$ cat src/bss_pkg.sv
`timescale 1ns / 1ps

package bss_pkg;

   typedef enum logic [2:0] {
      FUNC_PUSH_FRONT = 3'd0,
      FUNC_PUSH_BACK  = 3'd1,
      FUNC_POP_FRONT  = 3'd2,
      FUNC_POP_BACK   = 3'd3,
      FUNC_INSERT     = 3'd4,
      FUNC_SEARCH     = 3'd5
   } func_type;

   typedef enum logic [1:0] {
      STATUS_OK     = 2'd0,
      STATUS_EMPTY  = 2'd1,
      STATUS_FULL   = 2'd2,
      STATUS_BADPOS = 2'd3
   } status_type;

   typedef enum logic {
      ST_IDLE = 1'b0,
      ST_SCAN = 1'b1
   } state_type;

   typedef struct packed {
      logic insert;
      logic drop_head;
      logic capture;
      logic shift;
   } cell_cmd_type;

endpackage

$ cat src/bss_cell.sv
`timescale 1ns / 1ps

module bss_cell #(
   parameter int DATA_WIDTH = 32,
   parameter int IDX_W      = 4,
   parameter int CNT_W      = 5,
   parameter int INDEX      = 0
) (
   input  logic                  clock,
   input  logic                  reset,
   input  bss_pkg::cell_cmd_type cmd,
   input  logic [IDX_W-1:0]      at,
   input  logic [CNT_W-1:0]      count,
   input  logic [DATA_WIDTH-1:0] new_data,
   input  logic [DATA_WIDTH-1:0] lower_data,
   input  logic [DATA_WIDTH-1:0] upper_data,
   input  logic                  upper_match,
   output logic [DATA_WIDTH-1:0] data,
   output logic                  match
);
   import bss_pkg::*;

   localparam logic [IDX_W-1:0] MY_IDX = IDX_W'(INDEX);
   localparam logic [CNT_W-1:0] MY_CNT = CNT_W'(INDEX);

   logic [DATA_WIDTH-1:0] data_ff;
   logic [DATA_WIDTH-1:0] data_in;
   logic                  match_ff;
   logic                  match_in;

   always_comb begin
      data_in = data_ff;
      if (cmd.drop_head) begin
         data_in = upper_data;
      end else if (cmd.insert) begin
         if (at == MY_IDX) begin
            data_in = new_data;
         end else if (at < MY_IDX) begin
            data_in = lower_data;
         end
      end
   end

   always_comb begin
      match_in = match_ff;
      if (cmd.capture) begin
         match_in = (MY_CNT < count) && (data_ff == new_data);
      end else if (cmd.shift) begin
         match_in = upper_match;
      end
   end

   always_ff @(posedge clock) begin
      data_ff <= data_in;
   end

   always_ff @(posedge clock) begin
      if (reset) begin
         match_ff <= 1'b0;
      end else begin
         match_ff <= match_in;
      end
   end

   assign data  = data_ff;
   assign match = match_ff;

endmodule

$ cat src/bounded_sequence_store_core.sv
`timescale 1ns / 1ps

// Channel   Direction  Transfer when     Ports
// request   in         start && !busy   req_func, req_value, req_position
// response  out        rsp_valid        rsp_status, rsp_found, rsp_match_index,
//                                       rsp_entry_count
//
// Push, pop and insert shift the affected cells in parallel and respond in the cycle after the transfer.
// A search of a non-empty store captures a match bit in every cell and then shifts the bits
// toward cell zero, one cell per cycle, until a match or the last entry; busy is high meanwhile.
// A synchronous reset empties the store; the entries themselves are not cleared.
// The response is held for one cycle only, since the receiver cannot stall.
module bounded_sequence_store_core #(
   parameter int CAPACITY   = 16,
   parameter int DATA_WIDTH = 32
) (
   input  logic        clock,
   input  logic        reset,
   input  logic        start,
   output logic        busy,
   input  logic [2:0]  req_func,
   input  logic [31:0] req_value,
   input  logic [4:0]  req_position,
   output logic        rsp_valid,
   output logic [1:0]  rsp_status,
   output logic        rsp_found,
   output logic [3:0]  rsp_match_index,
   output logic [4:0]  rsp_entry_count
);
   import bss_pkg::*;

   localparam int IDX_W = $clog2(CAPACITY);
   localparam int CNT_W = $clog2(CAPACITY + 1);
   localparam int CMP_W = CNT_W + 5;
   localparam logic [CNT_W-1:0] CAP_CNT = CNT_W'(CAPACITY);

   state_type             state_ff;
   state_type             state_in;
   logic [CNT_W-1:0]      count_ff;
   logic [CNT_W-1:0]      count_in;
   logic [IDX_W-1:0]      scan_ff;
   logic [IDX_W-1:0]      scan_in;
   logic                  rsp_valid_ff;
   logic                  rsp_valid_in;
   status_type            rsp_status_ff;
   status_type            rsp_status_in;
   logic                  rsp_found_ff;
   logic                  rsp_found_in;
   logic [3:0]            rsp_match_index_ff;
   logic [3:0]            rsp_match_index_in;
   logic [4:0]            rsp_entry_count_ff;
   logic [4:0]            rsp_entry_count_in;

   cell_cmd_type          cmd;
   logic [IDX_W-1:0]      at;
   logic [63:0]           value_wide;
   logic [DATA_WIDTH-1:0] new_data;
   logic                  is_full;
   logic                  is_empty;

   logic [DATA_WIDTH-1:0] cell_data  [CAPACITY];
   logic                  cell_match [CAPACITY];

   assign value_wide = {32'b0, req_value};
   assign new_data   = value_wide[DATA_WIDTH-1:0];
   assign is_full    = (count_ff == CAP_CNT);
   assign is_empty   = (count_ff == '0);

   for (genvar i = 0; i < CAPACITY; i++) begin : g_cell
      logic [DATA_WIDTH-1:0] lower_data;
      logic [DATA_WIDTH-1:0] upper_data;
      logic                  upper_match;

      if (i == 0) begin : g_first
         assign lower_data = '0;
      end else begin : g_inner_low
         assign lower_data = cell_data[i-1];
      end

      if (i == CAPACITY - 1) begin : g_last
         assign upper_data  = '0;
         assign upper_match = 1'b0;
      end else begin : g_inner_high
         assign upper_data  = cell_data[i+1];
         assign upper_match = cell_match[i+1];
      end

      bss_cell #(
         .DATA_WIDTH (DATA_WIDTH),
         .IDX_W      (IDX_W),
         .CNT_W      (CNT_W),
         .INDEX      (i)
      ) u_cell (
         .clock       (clock),
         .reset       (reset),
         .cmd         (cmd),
         .at          (at),
         .count       (count_ff),
         .new_data    (new_data),
         .lower_data  (lower_data),
         .upper_data  (upper_data),
         .upper_match (upper_match),
         .data        (cell_data[i]),
         .match       (cell_match[i])
      );
   end

   always_ff @(posedge clock) begin
      if (reset) begin
         state_ff     <= ST_IDLE;
         count_ff     <= '0;
         scan_ff      <= '0;
         rsp_valid_ff <= 1'b0;
      end else begin
         state_ff     <= state_in;
         count_ff     <= count_in;
         scan_ff      <= scan_in;
         rsp_valid_ff <= rsp_valid_in;
      end
   end

   always_ff @(posedge clock) begin
      rsp_status_ff      <= rsp_status_in;
      rsp_found_ff       <= rsp_found_in;
      rsp_match_index_ff <= rsp_match_index_in;
      rsp_entry_count_ff <= rsp_entry_count_in;
   end

   always_comb begin
      state_in           = state_ff;
      count_in           = count_ff;
      scan_in            = scan_ff;
      cmd                = '0;
      at                 = '0;
      rsp_valid_in       = 1'b0;
      rsp_status_in      = rsp_status_ff;
      rsp_found_in       = rsp_found_ff;
      rsp_match_index_in = rsp_match_index_ff;
      unique case (state_ff)
         ST_IDLE: begin
            if (start) begin
               rsp_valid_in       = 1'b1;
               rsp_status_in      = STATUS_OK;
               rsp_found_in       = 1'b0;
               rsp_match_index_in = '0;
               unique case (func_type'(req_func))
                  FUNC_PUSH_FRONT: begin
                     if (is_full) begin
                        rsp_status_in = STATUS_FULL;
                     end else begin
                        cmd.insert = 1'b1;
                        count_in   = count_ff + 1'b1;
                     end
                  end
                  FUNC_PUSH_BACK: begin
                     if (is_full) begin
                        rsp_status_in = STATUS_FULL;
                     end else begin
                        cmd.insert = 1'b1;
                        at         = count_ff[IDX_W-1:0];
                        count_in   = count_ff + 1'b1;
                     end
                  end
                  FUNC_POP_FRONT: begin
                     if (is_empty) begin
                        rsp_status_in = STATUS_EMPTY;
                     end else begin
                        cmd.drop_head = 1'b1;
                        count_in      = count_ff - 1'b1;
                     end
                  end
                  FUNC_POP_BACK: begin
                     if (is_empty) begin
                        rsp_status_in = STATUS_EMPTY;
                     end else begin
                        count_in = count_ff - 1'b1;
                     end
                  end
                  FUNC_INSERT: begin
                     if (CMP_W'(req_position) > CMP_W'(count_ff)) begin
                        rsp_status_in = STATUS_BADPOS;
                     end else if (is_full) begin
                        rsp_status_in = STATUS_FULL;
                     end else begin
                        cmd.insert = 1'b1;
                        at         = IDX_W'(req_position);
                        count_in   = count_ff + 1'b1;
                     end
                  end
                  FUNC_SEARCH: begin
                     if (!is_empty) begin
                        rsp_valid_in = 1'b0;
                        cmd.capture  = 1'b1;
                        scan_in      = '0;
                        state_in     = ST_SCAN;
                     end
                  end
                  default: begin
                  end
               endcase
            end
         end
         ST_SCAN: begin
            rsp_status_in = STATUS_OK;
            if (cell_match[0]) begin
               rsp_valid_in       = 1'b1;
               rsp_found_in       = 1'b1;
               rsp_match_index_in = 4'(scan_ff);
               state_in           = ST_IDLE;
            end else if ((CNT_W'(scan_ff) + 1'b1) == count_ff) begin
               rsp_valid_in       = 1'b1;
               rsp_found_in       = 1'b0;
               rsp_match_index_in = '0;
               state_in           = ST_IDLE;
            end else begin
               cmd.shift = 1'b1;
               scan_in   = scan_ff + 1'b1;
            end
         end
         default: begin
            state_in = ST_IDLE;
         end
      endcase
      rsp_entry_count_in = 5'(count_in);
   end

   assign busy            = (state_ff == ST_SCAN);
   assign rsp_valid       = rsp_valid_ff;
   assign rsp_status      = rsp_status_ff;
   assign rsp_found       = rsp_found_ff;
   assign rsp_match_index = rsp_match_index_ff;
   assign rsp_entry_count = rsp_entry_count_ff;

endmodule

$ cat config.mk
export PLATFORM = sky130hd
export DESIGN_NAME = bounded_sequence_store_core
export DESIGN_NICKNAME = d
export VERILOG_FILES = /design/src/bss_pkg.sv /design/src/bss_cell.sv /design/src/bounded_sequence_store_core.sv
export SDC_FILE = /design/constraint.sdc
export NUM_CORES = 2
export LEC_CHECK = 0
export BUFFER_PORTS_ARGS = -buffer_cell sky130_fd_sc_hd__clkbuf_2
export CAP_MARGIN = 20
export CORE_MARGIN = 2
export CORE_UTILIZATION = 50
export CTS_BUF_LIST = sky130_fd_sc_hd__clkbuf_4 sky130_fd_sc_hd__clkbuf_8
export DETAILED_ROUTE_END_ITERATION = 16
export HOLD_SLACK_MARGIN = 0.03
export PLACE_DENSITY = 0.65
export SLEW_MARGIN = 20
export SYNTH_ARGS = -nofsm -noshare
export SYNTH_HDL_FRONTEND = slang
export SYNTH_SLANG_ARGS = --single-unit
$ cat constraint.sdc
create_clock -name clock -period 17 [get_ports clock]
set_input_delay 3.4 -clock clock [delete_from_list [all_inputs] [get_ports clock]]
set_output_delay 3.4 -clock clock [all_outputs]
set_load 0.05 [all_outputs]
==> parameters.txt <==
Parameter                              Value

Power and ir drop
  Clock power share    39.3%
  Sequential power share    49.2%
  Internal power contribution    2420 uW
  Worst voltage drop across the vdd grid    roughly 0.045 mV
  Switching part of the total power    around 28%
  Cell area power density    between 90 and 100 nW/um2
  Combinational share of power    11.5%
  LEAKAGE    between 0.01 and 0.015 uW
  Switching pwr    between 900 and 1000 uW

Yosys
  Dominant cell by count in the synthesized netlist    nand2_1
  Portion of the post-synthesis area used by sequential elements    ~47%
  Number of library cell types mapped by synthesis    69
  Count of state elements after synthesis    about 550
  Synth Net Count    ~3400
  Synthesized cell area    around 34000 um2
  Most frequent cells after synthesis    nand2_1 (569), edfxtp_1 (487), mux2i_1 (380)
  Most area-hungry cell type in the Yosys netlist    edfxtp_1
  Count of synthesis-stage warnings from yosys    0
  Mean Syn Cell Area    10.2 um2
  Ys async rst share    0%
  Gate count after technology mapping    roughly 3300
  Count of flip-flops with a built-in enable after synthesis    a little under 500
  Most used flip-flop cell after synthesis    edfxtp_1
  Top post-synthesis cells by area    edfxtp_1 (43%), mux2i_1 (11%), xnor2_1 (6.8%)
  Portion of synthesized cell area occupied by the leading cell type    43.1%

Finish
  Multi-input gate area    ~17000 um2
  Layout cells sized above 1    10.1%
  Final #Nets    3330
  Footprint of the flip-flops and latches    about 16000 um2
  Number of filler instances in the final layout    about 5900
  Post-Layout Inst Area    roughly 37000 um2
  Area growth syn-to-layout    8.46%

Critical path
  Source of the worst register-to-register timing path    count_ff[1]$_SDFF_PP0_
  Largest incremental delay on the critical path    between 0.9 and 1 ns
  Crit Path Category    in2reg
  Crit start category    input port
  FF-to-FF setup slack    about 12 ns
  Cell class contributing the biggest share of worst-path delay    buffers and inverters
  Required time reported for the critical path endpoint    17.41 ns
  Crit path from    req_func[2]
  Most frequent CP cell    buf_4
  Critical Path Slowest Stage Cell    buf_4
  Critical path, cell by cell    clkbuf_2, nand2b_1, nand2b_1, nor3_2, buf_4, buf_4, buf_4, buf_12, o21ai_0
  Cell count along the critical path    9
  Reg2Reg Capture Point    g_cell[4].u_cell.data[22]$_DFFE_PP_
  Data arrival time at the worst-slack endpoint    between 7 and 8 ns
  CP bufs+invs    5
  Worst r2r path cells    10
  Worst-path maximum fanout    approximately 270
  Endpoint type of the worst setup path    flip-flop
  CP endpoint    g_cell[4].u_cell.data[22]$_DFFE_PP_

Floorplanning
  Total die area    69900 um2
  Core area    around 67000 um2
  Vertical die dimension    between 200 and 300 um
  Starting utilization of the core area    between 50% and 60%
  Horizontal die dimension    ~260 um
  I/O pins    57
  Placement Rows    95

Clock tree
  Setup bufs post-CTS    0
  Clock Sink Count    roughly 550
  Clock tree from TritonCTS    built
  Number of hold buffers added after cts    0
  Longest Clk Path Bufs    3
  H-tree depth reported by CTS    3
  Worst-Skew Late Latency    ~0.74 ns
  Clk slew on worst S/H paths    around 0.060 ns
  CTS Root Buffer Type    clkbuf_8
  Resized Gates After CTS    0
  Number of buffers created by CTS    100

Global route
  Via count of the first global-routing pass    26250
  Maximum number of pins on one net before global-route repair    approximately 270
  Total GRT Usage    between 30 and 40%
  Antenna violations before repair    2
  Leftover overflow at the end of global routing    0
  Wire length of the first global-routing pass    around 180000 um

Worst hold path
  Worst hold path type    reg2reg
  Min-delay src    g_cell[8].u_cell.match$_SDFFE_PP0P_

STA
  Final critical-path share of the clock period    42.2%
  Final max-slew violation count    0
  Total negative slack for setup checks    0 ns
  Endpoints failing hold    0
  Unrepaired setup endpoints after global routing    false
  Final critical path time including I/O delays and setup    roughly 7.2 ns
  Slew at the pin closest to its max-slew limit    1.09 ns
  Least setup slack across all paths after layout    between 9 and 10 ns
  Total setup violations reported at the end of the flow    0
  FMAX    139 MHz
  Max transition margin    a little over a quarter
  Maximum clock skew at final layout    between 0.04 and 0.05 ns

Routing
  Average routed wire per standard cell    slightly below 30 um
  DRT Wirelength    122000 um
  Antenna Nets Post-Route    0
  Detailed router's first-iteration violation count    4235
  Via density per instance    6.50
  Vias post-DR    around 28000
  First drt pass iteration count    8
  DR DRC count    0

Place
  Post-detailed-placement half-perimeter wirelength    slightly above 80000 um
  Placement-stage worst setup slack    slightly below 9 ns
  Placed Instance Area    ~35000 um2
  Final RePlAce weighted congestion    about 0.93
  IO buf count    56

Status
  Result of the run    completed

Flow run
  Total of max-cap violations    0
[how the worst min path moves through the flow]
stage | endpoint | slack, ns | depth (start not counted)
after detailed placement | g_cell[8].u_cell.match$_SDFFE_PP0P_ | 0.48 | 2
after global placement | g_cell[13].u_cell.match$_SDFFE_PP0P_ | 0.47 | 2
after CTS | g_cell[15].u_cell.data[14]$_SDFFE_PP0P_ | 0.49 | 2
after floorplan | scan_ff[1]$_SDFFE_PP0P_ | 0.45 | 2
final | g_cell[8].u_cell.match$_SDFFE_PP0P_ | 0.49 | 2
after global routing | g_cell[15].u_cell.data[22]$_SDFFE_PP0P_ | 0.51 | 2
[power by group through the flow]
| stage | sequential (uW) | combinational, uW | clock [uW] |
|---|---|---|---|
| 3_3_place_gp | 1680 | 362 | 0 |
| 2_1_floorplan | 1640 | 248 | 0 |
| 3_5_place_dp | 1680 | 374 | 0 |
| 4_1_cts | 1650 | 375 | 1330 |
| 5_1_grt | 1660 | 411 | 1390 |
| 6_report | 1660 | 388 | 1330 |
[logic make-up (layout without fill, tap and decap cells)]
family / after synthesis / after routing / share of synthesized area [%]
compound gates: 582 / 582 / 10.2
xor+xnor: 516 / 516 / 13.4
fa+ha+maj: 11 / 11 / 0.406
buf+inv: 310 / 331 / 4.26
flops: 551 / 551 / 46.9
mux: 380 / 380 / 11.2
other cells: 0 / 6 / 0
simple gates: 989 / 989 / 13.7
[final cells by class]
| cell class | count | share of cell area [%] |
|---|---|---|
| clock inverter | 39 | 0.738 |
| sequential | 551 | 43.3 |
| antenna | 6 | 0.0408 |
| clock buffer | 147 | 4.82 |
| timing repair buffer | 135 | 2.74 |
| multi-input combinational | 2478 | 45.3 |
| tap | 873 | 2.97 |
| inverter | 10 | 0.102 |
[placed cells by master, fill, tap and decap left out, drive strengths merged, types with 4 or more instances in the layout]
| master | n |
|---|---|
| a2111oi | 5 |
| a21o | 4 |
| a21oi | 23 |
| a311oi | 6 |
| a31oi | 7 |
| a32o | 5 |
| a32oi | 4 |
| and2 | 4 |
| and3 | 13 |
| buf | 79 |
| bufinv | 4 |
| clkbuf | 203 |
| clkinv | 33 |
| dfxtp | 64 |
| diode | 6 |
| edfxtp | 487 |
| ha | 11 |
| inv | 10 |
| mux2i | 380 |
| nand2 | 569 |
| nand2b | 9 |
| nand3 | 152 |
| nand4 | 90 |
| nor2 | 28 |
| nor2b | 8 |
| nor3 | 20 |
| nor3b | 4 |
| nor4 | 81 |
| o211ai | 106 |
| o21ai | 392 |
| o31ai | 5 |
| xnor2 | 264 |
| xor2 | 251 |
[layer usage]
layer	wire length (um)	up-vias	GRT usage [%]
li1	-	11925	-
met1	49800	13492	50.1
met2	51100	1906	48.9
met3	17600	242	10.4
met4	3590	4	10.8
met5	84	-	0
[through the flow]
| stage | hold slack (ns) | total power (uW) | util (%) | instances |
|---|---|---|---|---|
| after floorplan | 0.453 | 1890 | - | 3339 |
| after global placement | 0.474 | 2040 | 51.4 | 4040 |
| after detailed placement | 0.475 | 2050 | 51.6 | 4044 |
| after CTS | 0.489 | 3360 | 54.6 | 4230 |
| after global routing | 0.507 | 3460 | 54.7 | 4238 |
| final | 0.490 | 3370 | 54.8 | 4239 |
[registers in the layout (all words and copies together), names as in the netlist]
name and flops:
g_cell.u_cell.data 512, g_cell.u_cell.match 16, count_ff 5, rsp_entry_count 5
rsp_match_index 4, scan_ff 4, rsp_status 2, busy 1
rsp_found 1, rsp_valid 1
[worst reg2reg max path, cell delays in order (launching register included)]
cell	delay [ns]
dfxtp_1	0.66
inv_1	0.29
ha_1	0.31
nand2_1	0.10
nand2b_1	0.18
nor3_2	0.20
buf_4	0.33
buf_4	0.82
buf_4	0.98
buf_12	0.88
o21ai_0	0.34
No activity file was read; power rests on OpenSTA's default activity.
